[config.mk]
export PLATFORM = sky130hd
export DESIGN_NAME = byte_run_length_encoder
export DESIGN_NICKNAME = d
export VERILOG_FILES = /design/src/rtl/brle_pkg.sv /design/src/rtl/brle_front.sv /design/src/rtl/brle_queue.sv /design/src/rtl/brle_back.sv /design/src/rtl/byte_run_length_encoder.sv
export SDC_FILE = /design/constraint.sdc
export NUM_CORES = 1
export LEC_CHECK = 0
export BUFFER_PORTS_ARGS = -buffer_cell sky130_fd_sc_hd__buf_2
export CORE_MARGIN = 4
export CORE_UTILIZATION = 61
export CTS_CLUSTER_SIZE = 14
export DETAILED_ROUTE_END_ITERATION = 8
export GPL_ROUTABILITY_DRIVEN = 0
export GPL_TIMING_DRIVEN = 0
export HOLD_SLACK_MARGIN = 0.08
export PLACE_DENSITY = 0.85
export SLEW_MARGIN = 20
export SYNTH_ARGS = -nofsm -noshare
export SYNTH_HDL_FRONTEND = slang
export SYNTH_SLANG_ARGS = --single-unit
export TNS_END_PERCENT = 5
[constraint.sdc]
create_clock -name clk -period 6.5 [get_ports clk]
set_input_delay 0.65 -clock clk [delete_from_list [all_inputs] [get_ports clk]]
set_output_delay 0.65 -clock clk [all_outputs]
set_load 0.1 [all_outputs]
[src/rtl/brle_pkg.sv]
// Shared constants, status codes and queue entry type for the byte run-length encoder.
package brle_pkg;

    localparam int MAX_LEN_DEF     = 65535;
    localparam int MAX_RUN_DEF     = 256;
    localparam int QUEUE_DEPTH_DEF = 4;

    localparam logic [17:0] CAP_RESET     = 18'd131072;
    localparam logic [16:0] WRITTEN_LIMIT = 17'd131070;
    localparam logic [17:0] PAIR_BYTES    = 18'd2;
    localparam logic [17:0] TWO_PAIR_BYTES = 18'd4;

    typedef enum logic [1:0] {
        ST_OK           = 2'd0,
        ST_CAP_EXCEEDED = 2'd1,
        ST_NOT_SMALLER  = 2'd2,
        ST_TOO_LONG     = 2'd3
    } status_t;

    // One accepted byte's work: an optional closed-run pair and an optional final result.
    typedef struct packed {
        logic        has_pair;
        logic [7:0]  pair_value;
        logic [7:0]  pair_cnt;
        logic        has_final;
        logic        final_valid;
        logic [7:0]  final_value;
        logic [7:0]  final_cnt;
        logic        too_long;
        logic        overflow;
        logic [16:0] written;
        logic [16:0] read;
    } job_t;

    // Queue state seen by its neighbors.
    typedef struct packed {
        logic empty;
        logic full;
    } q_stat_t;

endpackage

[src/rtl/brle_front.sv]
// Front end: run tracking, byte counters, capacity check and job generation.
module brle_front #(
    parameter int MAX_LEN = brle_pkg::MAX_LEN_DEF,
    parameter int MAX_RUN = brle_pkg::MAX_RUN_DEF
) (
    input  logic               clk,
    input  logic               rst_n,
    input  logic               cfg_wr_en,
    input  logic [17:0]        cfg_wr_data,
    input  logic               in_valid,
    output logic               in_ready,
    input  logic [7:0]         in_byte,
    input  logic               in_last,
    input  brle_pkg::q_stat_t  q_stat,
    output logic               push,
    output brle_pkg::job_t     job
);
    import brle_pkg::*;

    localparam logic [16:0] MaxLenW = 17'(MAX_LEN);
    localparam logic [8:0]  MaxRunW = 9'(MAX_RUN);

    logic [17:0] cap_reg;
    logic [7:0]  rv_reg, rv_next;
    logic [8:0]  rl_reg, rl_next;
    logic [16:0] bw_reg, bw_next;
    logic [16:0] br_reg, br_next;
    logic        ovf_reg, ovf_next;
    logic        tl_reg, tl_next;

    logic        accept;
    logic        close;
    logic [16:0] cap17;
    logic        fit2, fit4, fit_final;
    logic        ok1, ok2, ovf1;
    logic [7:0]  rv_new;
    logic [8:0]  rl_new;
    logic [16:0] bw_new, br_new;
    logic        tl_new;

    assign in_ready = !q_stat.full;
    assign accept   = in_valid && in_ready;

    always_comb
    begin
        cap17 = (cap_reg > {1'b0, WRITTEN_LIMIT}) ? WRITTEN_LIMIT : cap_reg[16:0];
        fit2  = ({1'b0, bw_reg} + PAIR_BYTES) <= {1'b0, cap17};
        fit4  = ({1'b0, bw_reg} + TWO_PAIR_BYTES) <= {1'b0, cap17};

        if (br_reg < MaxLenW)
        begin
            br_new = br_reg + 17'd1;
            tl_new = tl_reg;
        end
        else
        begin
            br_new = br_reg;
            tl_new = 1'b1;
        end

        close = (rl_reg != 9'd0) && ((in_byte != rv_reg) || (rl_reg >= MaxRunW));
        ok1   = close && !ovf_reg && fit2;
        ovf1  = ovf_reg || (close && !fit2);

        if (close || rl_reg == 9'd0)
        begin
            rv_new = in_byte;
            rl_new = 9'd1;
        end
        else
        begin
            rv_new = rv_reg;
            rl_new = rl_reg + 9'd1;
        end

        // second pair on this byte needs room for both
        fit_final = ok1 ? fit4 : fit2;
        ok2       = in_last && !ovf1 && fit_final;

        case ({ok1, ok2})
            2'b11:   bw_new = bw_reg + 17'd4;
            2'b10,
            2'b01:   bw_new = bw_reg + 17'd2;
            default: bw_new = bw_reg;
        endcase

        job.has_pair    = ok1;
        job.pair_value  = rv_reg;
        job.pair_cnt    = 8'(rl_reg - 9'd1);
        job.has_final   = in_last;
        job.final_valid = ok2;
        job.final_value = rv_new;
        job.final_cnt   = 8'(rl_new - 9'd1);
        job.too_long    = tl_new;
        job.overflow    = ovf1 || (in_last && !ovf1 && !fit_final);
        job.written     = bw_new;
        job.read        = br_new;

        push = accept && (ok1 || in_last);

        rv_next  = rv_reg;
        rl_next  = rl_reg;
        bw_next  = bw_reg;
        br_next  = br_reg;
        ovf_next = ovf_reg;
        tl_next  = tl_reg;
        if (accept)
        begin
            if (in_last)
            begin
                rv_next  = 8'd0;
                rl_next  = 9'd0;
                bw_next  = 17'd0;
                br_next  = 17'd0;
                ovf_next = 1'b0;
                tl_next  = 1'b0;
            end
            else
            begin
                rv_next  = rv_new;
                rl_next  = rl_new;
                bw_next  = bw_new;
                br_next  = br_new;
                ovf_next = ovf1;
                tl_next  = tl_new;
            end
        end
    end

    always_ff @(posedge clk or negedge rst_n)
    begin
        if (!rst_n)
        begin
            cap_reg <= CAP_RESET;
            rv_reg  <= 8'd0;
            rl_reg  <= 9'd0;
            bw_reg  <= 17'd0;
            br_reg  <= 17'd0;
            ovf_reg <= 1'b0;
            tl_reg  <= 1'b0;
        end
        else
        begin
            if (cfg_wr_en)
            begin
                cap_reg <= cfg_wr_data;
            end
            rv_reg  <= rv_next;
            rl_reg  <= rl_next;
            bw_reg  <= bw_next;
            br_reg  <= br_next;
            ovf_reg <= ovf_next;
            tl_reg  <= tl_next;
        end
    end

endmodule

[src/rtl/brle_queue.sv]
// Short job queue between front and back ends.
module brle_queue #(
    parameter int DEPTH = brle_pkg::QUEUE_DEPTH_DEF
) (
    input  logic               clk,
    input  logic               rst_n,
    input  logic               push,
    input  brle_pkg::job_t     push_job,
    input  logic               pop,
    output brle_pkg::job_t     head,
    output brle_pkg::q_stat_t  q_stat
);
    import brle_pkg::*;

    localparam int PW = $clog2(DEPTH);
    localparam int CW = $clog2(DEPTH + 1);
    localparam logic [PW-1:0] LastPtr = PW'(DEPTH - 1);
    localparam logic [CW-1:0] FullCnt = CW'(DEPTH);

    job_t          mem_reg [DEPTH];
    logic [PW-1:0] wr_ptr_reg, wr_ptr_next;
    logic [PW-1:0] rd_ptr_reg, rd_ptr_next;
    logic [CW-1:0] cnt_reg, cnt_next;
    logic          do_push, do_pop;

    assign q_stat.empty = (cnt_reg == '0);
    assign q_stat.full  = (cnt_reg == FullCnt);
    assign head         = mem_reg[rd_ptr_reg];

    always_comb
    begin
        do_push     = push && !q_stat.full;
        do_pop      = pop && !q_stat.empty;
        wr_ptr_next = wr_ptr_reg;
        rd_ptr_next = rd_ptr_reg;
        if (do_push)
        begin
            wr_ptr_next = (wr_ptr_reg == LastPtr) ? '0 : wr_ptr_reg + PW'(1);
        end
        if (do_pop)
        begin
            rd_ptr_next = (rd_ptr_reg == LastPtr) ? '0 : rd_ptr_reg + PW'(1);
        end
        case ({do_push, do_pop})
            2'b10:   cnt_next = cnt_reg + CW'(1);
            2'b01:   cnt_next = cnt_reg - CW'(1);
            default: cnt_next = cnt_reg;
        endcase
    end

    always_ff @(posedge clk)
    begin
        if (do_push)
        begin
            mem_reg[wr_ptr_reg] <= push_job;
        end
    end

    always_ff @(posedge clk or negedge rst_n)
    begin
        if (!rst_n)
        begin
            wr_ptr_reg <= '0;
            rd_ptr_reg <= '0;
            cnt_reg    <= '0;
        end
        else
        begin
            wr_ptr_reg <= wr_ptr_next;
            rd_ptr_reg <= rd_ptr_next;
            cnt_reg    <= cnt_next;
        end
    end

endmodule

[src/rtl/brle_back.sv]
// Back end: splits jobs into results, resolves final status, drives the output register.
module brle_back (
    input  logic               clk,
    input  logic               rst_n,
    input  brle_pkg::job_t     head,
    input  brle_pkg::q_stat_t  q_stat,
    output logic               pop,
    output logic               out_valid,
    input  logic               out_ready,
    output logic [7:0]         out_value,
    output logic [7:0]         out_cnt,
    output logic               out_pair_valid,
    output logic               out_done,
    output logic [1:0]         out_status,
    output logic [16:0]        out_len
);
    import brle_pkg::*;

    logic        valid_reg, valid_next;
    logic        pair_done_reg, pair_done_next;
    logic [7:0]  value_reg, value_next;
    logic [7:0]  cnt_reg, cnt_next;
    logic        pv_reg, pv_next;
    logic        done_reg, done_next;
    status_t     status_reg, status_next;
    logic [16:0] len_reg, len_next;

    logic        load;
    logic        emit_pair;
    status_t     st;

    always_comb
    begin
        load      = !q_stat.empty && (!valid_reg || out_ready);
        emit_pair = head.has_pair && !pair_done_reg;
        pop       = load && (!emit_pair || !head.has_final);

        if (head.too_long)
            st = ST_TOO_LONG;
        else if (head.overflow)
            st = ST_CAP_EXCEEDED;
        else if (head.written >= head.read)
            st = ST_NOT_SMALLER;
        else
            st = ST_OK;

        valid_next     = valid_reg && !out_ready;
        pair_done_next = pair_done_reg;
        value_next     = value_reg;
        cnt_next       = cnt_reg;
        pv_next        = pv_reg;
        done_next      = done_reg;
        status_next    = status_reg;
        len_next       = len_reg;

        if (load)
        begin
            valid_next     = 1'b1;
            pair_done_next = emit_pair && head.has_final;
            if (emit_pair)
            begin
                value_next  = head.pair_value;
                cnt_next    = head.pair_cnt;
                pv_next     = 1'b1;
                done_next   = 1'b0;
                status_next = ST_OK;
                len_next    = 17'd0;
            end
            else
            begin
                value_next  = head.final_valid ? head.final_value : 8'd0;
                cnt_next    = head.final_valid ? head.final_cnt : 8'd0;
                pv_next     = head.final_valid;
                done_next   = 1'b1;
                status_next = st;
                len_next    = (st == ST_OK) ? head.written : 17'd0;
            end
        end
    end

    always_ff @(posedge clk or negedge rst_n)
    begin
        if (!rst_n)
        begin
            valid_reg     <= 1'b0;
            pair_done_reg <= 1'b0;
        end
        else
        begin
            valid_reg     <= valid_next;
            pair_done_reg <= pair_done_next;
        end
    end

    always_ff @(posedge clk)
    begin
        value_reg  <= value_next;
        cnt_reg    <= cnt_next;
        pv_reg     <= pv_next;
        done_reg   <= done_next;
        status_reg <= status_next;
        len_reg    <= len_next;
    end

    assign out_valid      = valid_reg;
    assign out_value      = value_reg;
    assign out_cnt        = cnt_reg;
    assign out_pair_valid = pv_reg;
    assign out_done       = done_reg;
    assign out_status     = status_reg;
    assign out_len        = len_reg;

endmodule

[src/rtl/byte_run_length_encoder.sv]
// Top level of the byte run-length encoder: front end, job queue and back end.
//
// Usage:
//   s_axis carries the plane one byte per transaction; tlast marks its final byte.
//   m_axis carries results: one per closed run, plus a final result (tlast high)
//   on the plane's last byte that also holds the pair of the last run and a status.
//   cfg_wr_en/cfg_wr_data write output_capacity; write only while the block is idle.
// Path: a result passes the job queue and the output register before it reaches m_axis.
// Throughput: one byte per cycle while the queue has room; the back end drives one
//   result per cycle when m_axis is ready, so a run-closing last byte yields two results.
//   The front end computes all run and count state in the accepting cycle.
// Stall: when m_axis_tready is low, the output register holds its result and the
//   4-entry job queue keeps absorbing bytes; s_axis_tready drops only when the
//   queue is full.
// Reset: rst_n (async, active low) clears the run state, counters, flags and the
//   queue and sets output_capacity to 131072. State also clears after each plane.
module byte_run_length_encoder #(
    parameter int MAX_LEN     = brle_pkg::MAX_LEN_DEF,
    parameter int MAX_RUN     = brle_pkg::MAX_RUN_DEF,
    parameter int QUEUE_DEPTH = brle_pkg::QUEUE_DEPTH_DEF
) (
    input  logic        clk,
    input  logic        rst_n,
    input  logic        cfg_wr_en,
    input  logic [17:0] cfg_wr_data,    // output_capacity
    input  logic        s_axis_tvalid,
    output logic        s_axis_tready,
    input  logic [7:0]  s_axis_tdata,   // [7:0] data_byte
    input  logic        s_axis_tlast,   // last_byte
    output logic        m_axis_tvalid,
    input  logic        m_axis_tready,
    output logic [39:0] m_axis_tdata,   // [7:0] pair_value, [15:8] pair_count_minus_one,
                                        // [32:16] encoded_length, [39:33] zero
    output logic [2:0]  m_axis_tuser,   // [0] pair_valid, [2:1] status
    output logic        m_axis_tlast    // done_res
);
    import brle_pkg::*;

    job_t    job, head;
    q_stat_t q_stat;
    logic    push, pop;

    logic [7:0]  o_value, o_cnt;
    logic        o_pv, o_done;
    logic [1:0]  o_status;
    logic [16:0] o_len;

    // Front end: classifies each byte, keeps run and counters, builds jobs.
    brle_front #(
        .MAX_LEN (MAX_LEN),
        .MAX_RUN (MAX_RUN)
    ) u_front (
        .clk         (clk),
        .rst_n       (rst_n),
        .cfg_wr_en   (cfg_wr_en),
        .cfg_wr_data (cfg_wr_data),
        .in_valid    (s_axis_tvalid),
        .in_ready    (s_axis_tready),
        .in_byte     (s_axis_tdata),
        .in_last     (s_axis_tlast),
        .q_stat      (q_stat),
        .push        (push),
        .job         (job)
    );

    // Decoupling queue; a job may hold up to two results.
    brle_queue #(
        .DEPTH (QUEUE_DEPTH)
    ) u_queue (
        .clk      (clk),
        .rst_n    (rst_n),
        .push     (push),
        .push_job (job),
        .pop      (pop),
        .head     (head),
        .q_stat   (q_stat)
    );

    // Back end: emits pair then final result, resolves status priority.
    brle_back u_back (
        .clk            (clk),
        .rst_n          (rst_n),
        .head           (head),
        .q_stat         (q_stat),
        .pop            (pop),
        .out_valid      (m_axis_tvalid),
        .out_ready      (m_axis_tready),
        .out_value      (o_value),
        .out_cnt        (o_cnt),
        .out_pair_valid (o_pv),
        .out_done       (o_done),
        .out_status     (o_status),
        .out_len        (o_len)
    );

    assign m_axis_tdata = {7'd0, o_len, o_cnt, o_value};
    assign m_axis_tuser = {o_status, o_pv};
    assign m_axis_tlast = o_done;

endmodule
== Word-level counts from Yosys, hierarchy flattened ==
Memory sizes are Yosys's and may differ from the RTL's.
Cells that the tools add are included.
W data, S select, Z words.

* Add/subtract/negate cells: 12
* Magnitude comparators: 6
* Equal/unequal tests: 9
* Muxes and demuxes: 27
* Bitwise gates (word level): 1
* Reductions and logical operators: 41

{| class="wikitable"
|+ Operator list
! kind !! number
|-
| $mux W17 || 4
|-
| $mux W8 || 6
|-
| $le A18 B17 Y1 || 2
|-
| $pmux W17 S2 || 1
|-
| $add A17 B2 Y18 const B || 1
|-
| $add A17 B3 Y18 const B || 1
|-
| $gt A18 B17 Y1 const B || 1
|-
| $mux W9 || 2
|-
| $add A17 B1 Y17 const B || 1
|-
| $add A17 B2 Y17 const B || 1
|-
| $add A17 B3 Y17 const B || 1
|-
| $ge A17 B17 Y1 || 1
|-
| $lt A17 B16 Y1 const B || 1
|-
| $logic_and A1 B1 Y1 || 16
|-
| $sub A8 B1 Y8 const B || 2
|-
| $logic_not A1 Y1 || 11
|-
| $eq A2 B2 Y1 const B || 5
|-
| $mux W2 || 5
|-
| $add A9 B1 Y9 const B || 1
|-
| $ge A9 B9 Y1 const B || 1
|-
| $logic_not A9 Y1 || 1
|-
| $reduce_bool A9 Y1 || 1
|-
| $mux W1 || 8
|-
| $ne A8 B8 Y1 || 1
|-
| other kinds (12) || 21
|}

* Flip-flop bits (word level): 117
* Memory bits (writable): 284
* Bits of input ports: 32
* Output and inout bits: 46
* Word-level logic and storage cells: 115
* Memories: 1

{| class="wikitable"
|+ Memory list
! memory !! words !! bits a word !! rd ports !! clocked after Yosys merged registers in !! write ports !! line !! text
|-
| u_queue.mem_reg || 4 || 71 || 1 || 0 || 1 || brle_queue.sv:20 || <nowiki>job_t mem_reg [DEPTH];</nowiki>
|}

== Longest topological paths before layout ==
* Depth in word-level cells: 13
* Depth in mapped cells: 25
* Mapped depth without buffers: 23

== By module ==
A second synthesis with hierarchy kept.

* Cells, all modules: 1,304
* Area, all modules: 18,666.7 um^2

{| class="wikitable"
|+ By module, submodules not included
! module !! instances !! cells an instance !! area each (um^2) !! seq. area each (um^2)
|-
| brle_queue || 1 || 411 || 10,769.1 || 8,703.3
|-
| brle_front || 1 || 680 || 5,751.8 || 1,752.9
|-
| brle_back || 1 || 204 || 2,082.0 || 1,161.1
|-
| byte_run_length_encoder || 1 || 9 || 63.8 || 0.0
|}

== Worst setup path before layout ==
OpenSTA, ideal clock, no wires.

* Path kind: reg2reg
* From: register u_front.bw_reg[2]
* To: memory u_queue.mem_reg[0][0] in the netlist's numbering, enable pin
* Setup time: 436 ps
* Data arrival time: 4,795 ps
* Data required time: 6,064 ps
* Setup slack: 1,269 ps
* Cell stages (with the launch flop): 18
* Path buffers: 1
* Clock period less this slack: 5,231 ps
* Cells stage by stage: dfrtp_1 -> ha_1 -> clkbuf_1 -> nand3_1 -> nor2_1 -> and2_1 -> and3_1 -> nand4_1 -> nor2_1 -> xor2_1 -> ha_1 -> nand3_1 -> nor4_1 -> o2111ai_1 -> nor3_1 -> a21oi_1 -> o21ai_2 -> and2_1

* Longest elaborated chain between the ends: 8

{| class="wikitable"
|+ Ends and longest elaborated chain
! item !! line !! text
|-
| start, declared || brle_front.sv:26 || <nowiki>logic [16:0] bw_reg, bw_next;</nowiki>
|-
| start signal, assigned || brle_front.sv:150 || <nowiki>bw_reg <= bw_next;</nowiki>
|-
| $add A17 B2 Y18 || brle_front.sv:47 || <nowiki>fit2 = ({1'b0, bw_reg} + PAIR_BYTES) <= {1'b0, cap17};</nowiki>
|-
| $le A18 B17 Y1 || brle_front.sv:47 ||
|-
| $logic_and A1 B1 Y1 || brle_front.sv:62 || <nowiki>ok1 = close && !ovf_reg && fit2;</nowiki>
|-
| $logic_or A1 B1 Y1 || brle_front.sv:99 || <nowiki>push = accept && (ok1 || in_last);</nowiki>
|-
| $logic_and A1 B1 Y1 || brle_front.sv:99 ||
|-
| $logic_and A1 B1 Y1 || brle_queue.sv:32 || <nowiki>do_push = push && !q_stat.full;</nowiki>
|-
| $mux W1 || brle_queue.sv:53 || <nowiki>if (do_push)</nowiki>
|-
| $mux W1 (implied by the code) || brle_queue.sv:55 || <nowiki>mem_reg[wr_ptr_reg] <= push_job;</nowiki>
|-
| end, declared || brle_queue.sv:20 ||
|}

No other way between the ends.

==> impl_metrics.py <==
metrics = {
    "setup_path": {
        "cp_max_fo": 10,
        "startpoint_type": "flop",
        "path_class": "reg -> reg",
        "critPathBufInv": 3,
        "cp-end-kind": "flop",
        "critPathTopFamily": "simple AND/OR/NAND/NOR gates",
        "path_cells": "ha_1, clkbuf_1, nand3_1, nor2_1, and2_1, and3_1, nand4_1, nor2_1, xor2_1, ha_1, nand3_1, nor4_1, o21ai_0, o211a_1, a21oi_1, a31o_2, or2_1, ha_1, clkbuf_1, clkbuf_1, a221oi_1, a21oi_1, nand2_1, o21ai_0",
        "cp.arrival_ns": 6.59,
        "cp_slowest_cell": "a21oi_1",
        "cp_slowest_stage_delay_ns": 0.49,
        "critPathRequiredTime_ns": 6.93,
    },
    "timing": {
        "finalCritPeriodShare": 0.947,
        "final_max_slew_viol_count": 0,
        "max_freq_mhz": 162,
        "fin_tns_setup_ns": 0,
        "hold_viol": 0,
        "fin_crit_ns": 6.16,
        "slew_headroom": 0.311,
        "holdWs_ns": 0.102,
        "setup_viol": 0,
        "clock_skew_ns": 0.0154,
        "tightest_slew_ns": 1.03,
        "setup_ws_ns": 0.342,
        "rsz0062_at_grt": "no",
    },
    "power": {
        "p_leak_nw": 7.80,
        "vdd_drop_max_uv": 414,
        "finalPower_mw": 9.46,
        "p_per_area_nw_per_um2": 461,
    },
    "cells_and_area": {
        "fill_cells": 1852,
        "design_area_um2": 20500,
        "drive_gt1_frac": 0.189,
        "register_area_um2": 11500,
        "area_growth_syn_to_layout_pct": 12.7,
        "fin_nets": 1504,
        "largest_reg_flops": 280,
        "final_common_cell": "edfxtp_1",
        "final_cells": 1825,
        "num_antenna_cells": 0,
        "final_cell_mix": "edfxtp_1 (316), nand2_1 (100), nor2_1 (88)",
        "multi_input_area_um2": 6220,
        "finalCoreUtilization": 0.705,
    },
    "synthesis": {
        "synth_cell_types": 73,
        "synthTopCellsByArea": "edfxtp_1 (52%), dfrtp_1 (11%), mux4_2 (8.5%)",
        "synth-seq-cells": 395,
        "syn-cell-area_um2": 18200,
        "synth_top_area_frac": 0.521,
        "async_flop_share": 0.200,
        "seq_area_frac_synth": 0.630,
        "yosys.area.top_type": "edfxtp_1",
        "ys.flop_type": "edfxtp_1",
        "synth_cells": 1287,
        "yosysWarnings": 0,
        "synth_edf_count": 316,
        "synth.avg_cell_area_um2": 14.1,
    },
    "cts": {
        "clkSinkCount": 395,
        "numCtsBuffers": 40,
        "cts.path.max_buffers": 3,
        "clock_latency_ns": 0.54,
        "cts_hold_buffers": 0,
        "tritoncts": "done",
        "cts_root_buffer": "clkbuf_16",
        "htree_levels": 2,
        "clkSlewWorstSetupHoldPaths_ns": 0.07,
    },
    "floorplanning": {
        "initial_utilization": 0.626,
        "fp.dieW_um": 181,
        "num_rows": 62,
        "ios": 78,
        "core_area_um2": 29100,
        "dieArea_um2": 32700,
        "die_y_um": 181,
    },
    "detailed_routing": {
        "drc": 0,
        "wire_per_inst_um": 22.2,
        "viasPerCell": 6.26,
        "drt-initial-drc-count": 1382,
        "vias": 11400,
        "drt-total-wl_um": 40500,
        "drt_first_pass_iters": 6,
        "ant_nets": 0,
    },
    "placed_design": {
        "port_buffers": 68,
        "dp_hpwl_um": 27300,
        "dp.cells": 1752,
        "placed_area_um2": 19200,
        "dpl_worst_slack_ns": 0.513,
    },
    "global_routing": {
        "antenna_found_initial": 2,
        "gr-total-overflow": 0,
        "grt_max_degree": 49,
        "track_usage": 0.248,
        "grt_pass1_vias": 11600,
        "grt_pass1_wl_um": 63900,
    },
    "worst_hold_path": {
        "hold_path_class": "in -> async",
    },
    "run_status": {
        "status": "finished, final reports clean",
    },
    "job": {
        "maxCapViolCount": 0,
    },
}
## metal layers
metal	vias to the layer above	global-route usage	share of wire
met2	608	0.412	0.49
li1	5050	-	-
met5	-	0	0.00052
met4	4	0.101	0.042
met1	5621	0.327	0.38
met3	133	0.0475	0.084
## where the power goes
part / internal, mW / switching, mW / total, mW
clock network: 1.34 / 0.930 / 2.27
registers: 3.44 / 0.189 / 3.63
logic: 1.09 / 2.46 / 3.55
## logic make-up (layout without fill, tap and decap cells)
kind of cell / count (synthesis) / in the layout / share of synthesized area
buf+inv: 133 / 280 / 0.0307
fa+ha+maj: 63 / 63 / 0.0436
flops: 395 / 395 / 0.630
other cells: 1 / 8 / 0.000206
compound gates: 182 / 182 / 0.0641
xor+xnor: 69 / 69 / 0.0340
simple gates: 340 / 340 / 0.0912
mux: 104 / 104 / 0.106
## path summary, 6_finish.rpt
| kind | startpoint | endpoint | slack [ns] | cells past startpoint |
|---|---|---|---|---|
| worst max-delay path | u_front.bw_reg[2] | u_front.bw_reg[2] | 0.34 | 24 |
| worst min-delay path | rst_n | u_front.br_reg[11] | 0.10 | 1 |
| worst max register to register | u_front.bw_reg[2] | u_front.bw_reg[2] | 0.34 | 24 |
| worst min register to register | u_queue.cnt_reg[2] | u_queue.cnt_reg[2] | 0.50 | 1 |
| max in group asynchronous | rst_n | u_front.cap_reg[17] | 5.71 | 2 |
| min in group clk | m_axis_tready | u_back.out_valid | 0.31 | 2 |
## synthesized netlist by cell type (25+ instances only)
cell type and instances:
xnor2_1 38, dfrtp_1 78, nor2_1 88, clkbuf_1 50, mux4_2 69, ha_1 61, a21oi_1 41, o21ai_0 52
xor2_1 30, and2_1 25, nand2_1 100, inv_1 49, edfxtp_1 316
## timing repair
item                                    in CTS  in global routing
buffers inserted                             0                  0
hold endpoints to repair                     0                  0
resized for setup                            0                  5
endpoints found under the setup margin       0                 21
## area by class of cell
type	instances	share of cell area
Tap cell	384	0.0234
Sequential cell	395	0.559
Multi-Input combinational cell	766	0.303
Inverter	49	0.00897
Timing Repair Buffer	74	0.0240
Buffer	84	0.0184
Clock inverter	13	0.00872
Clock buffer	60	0.0540
(Power assumes the default switching activity.)
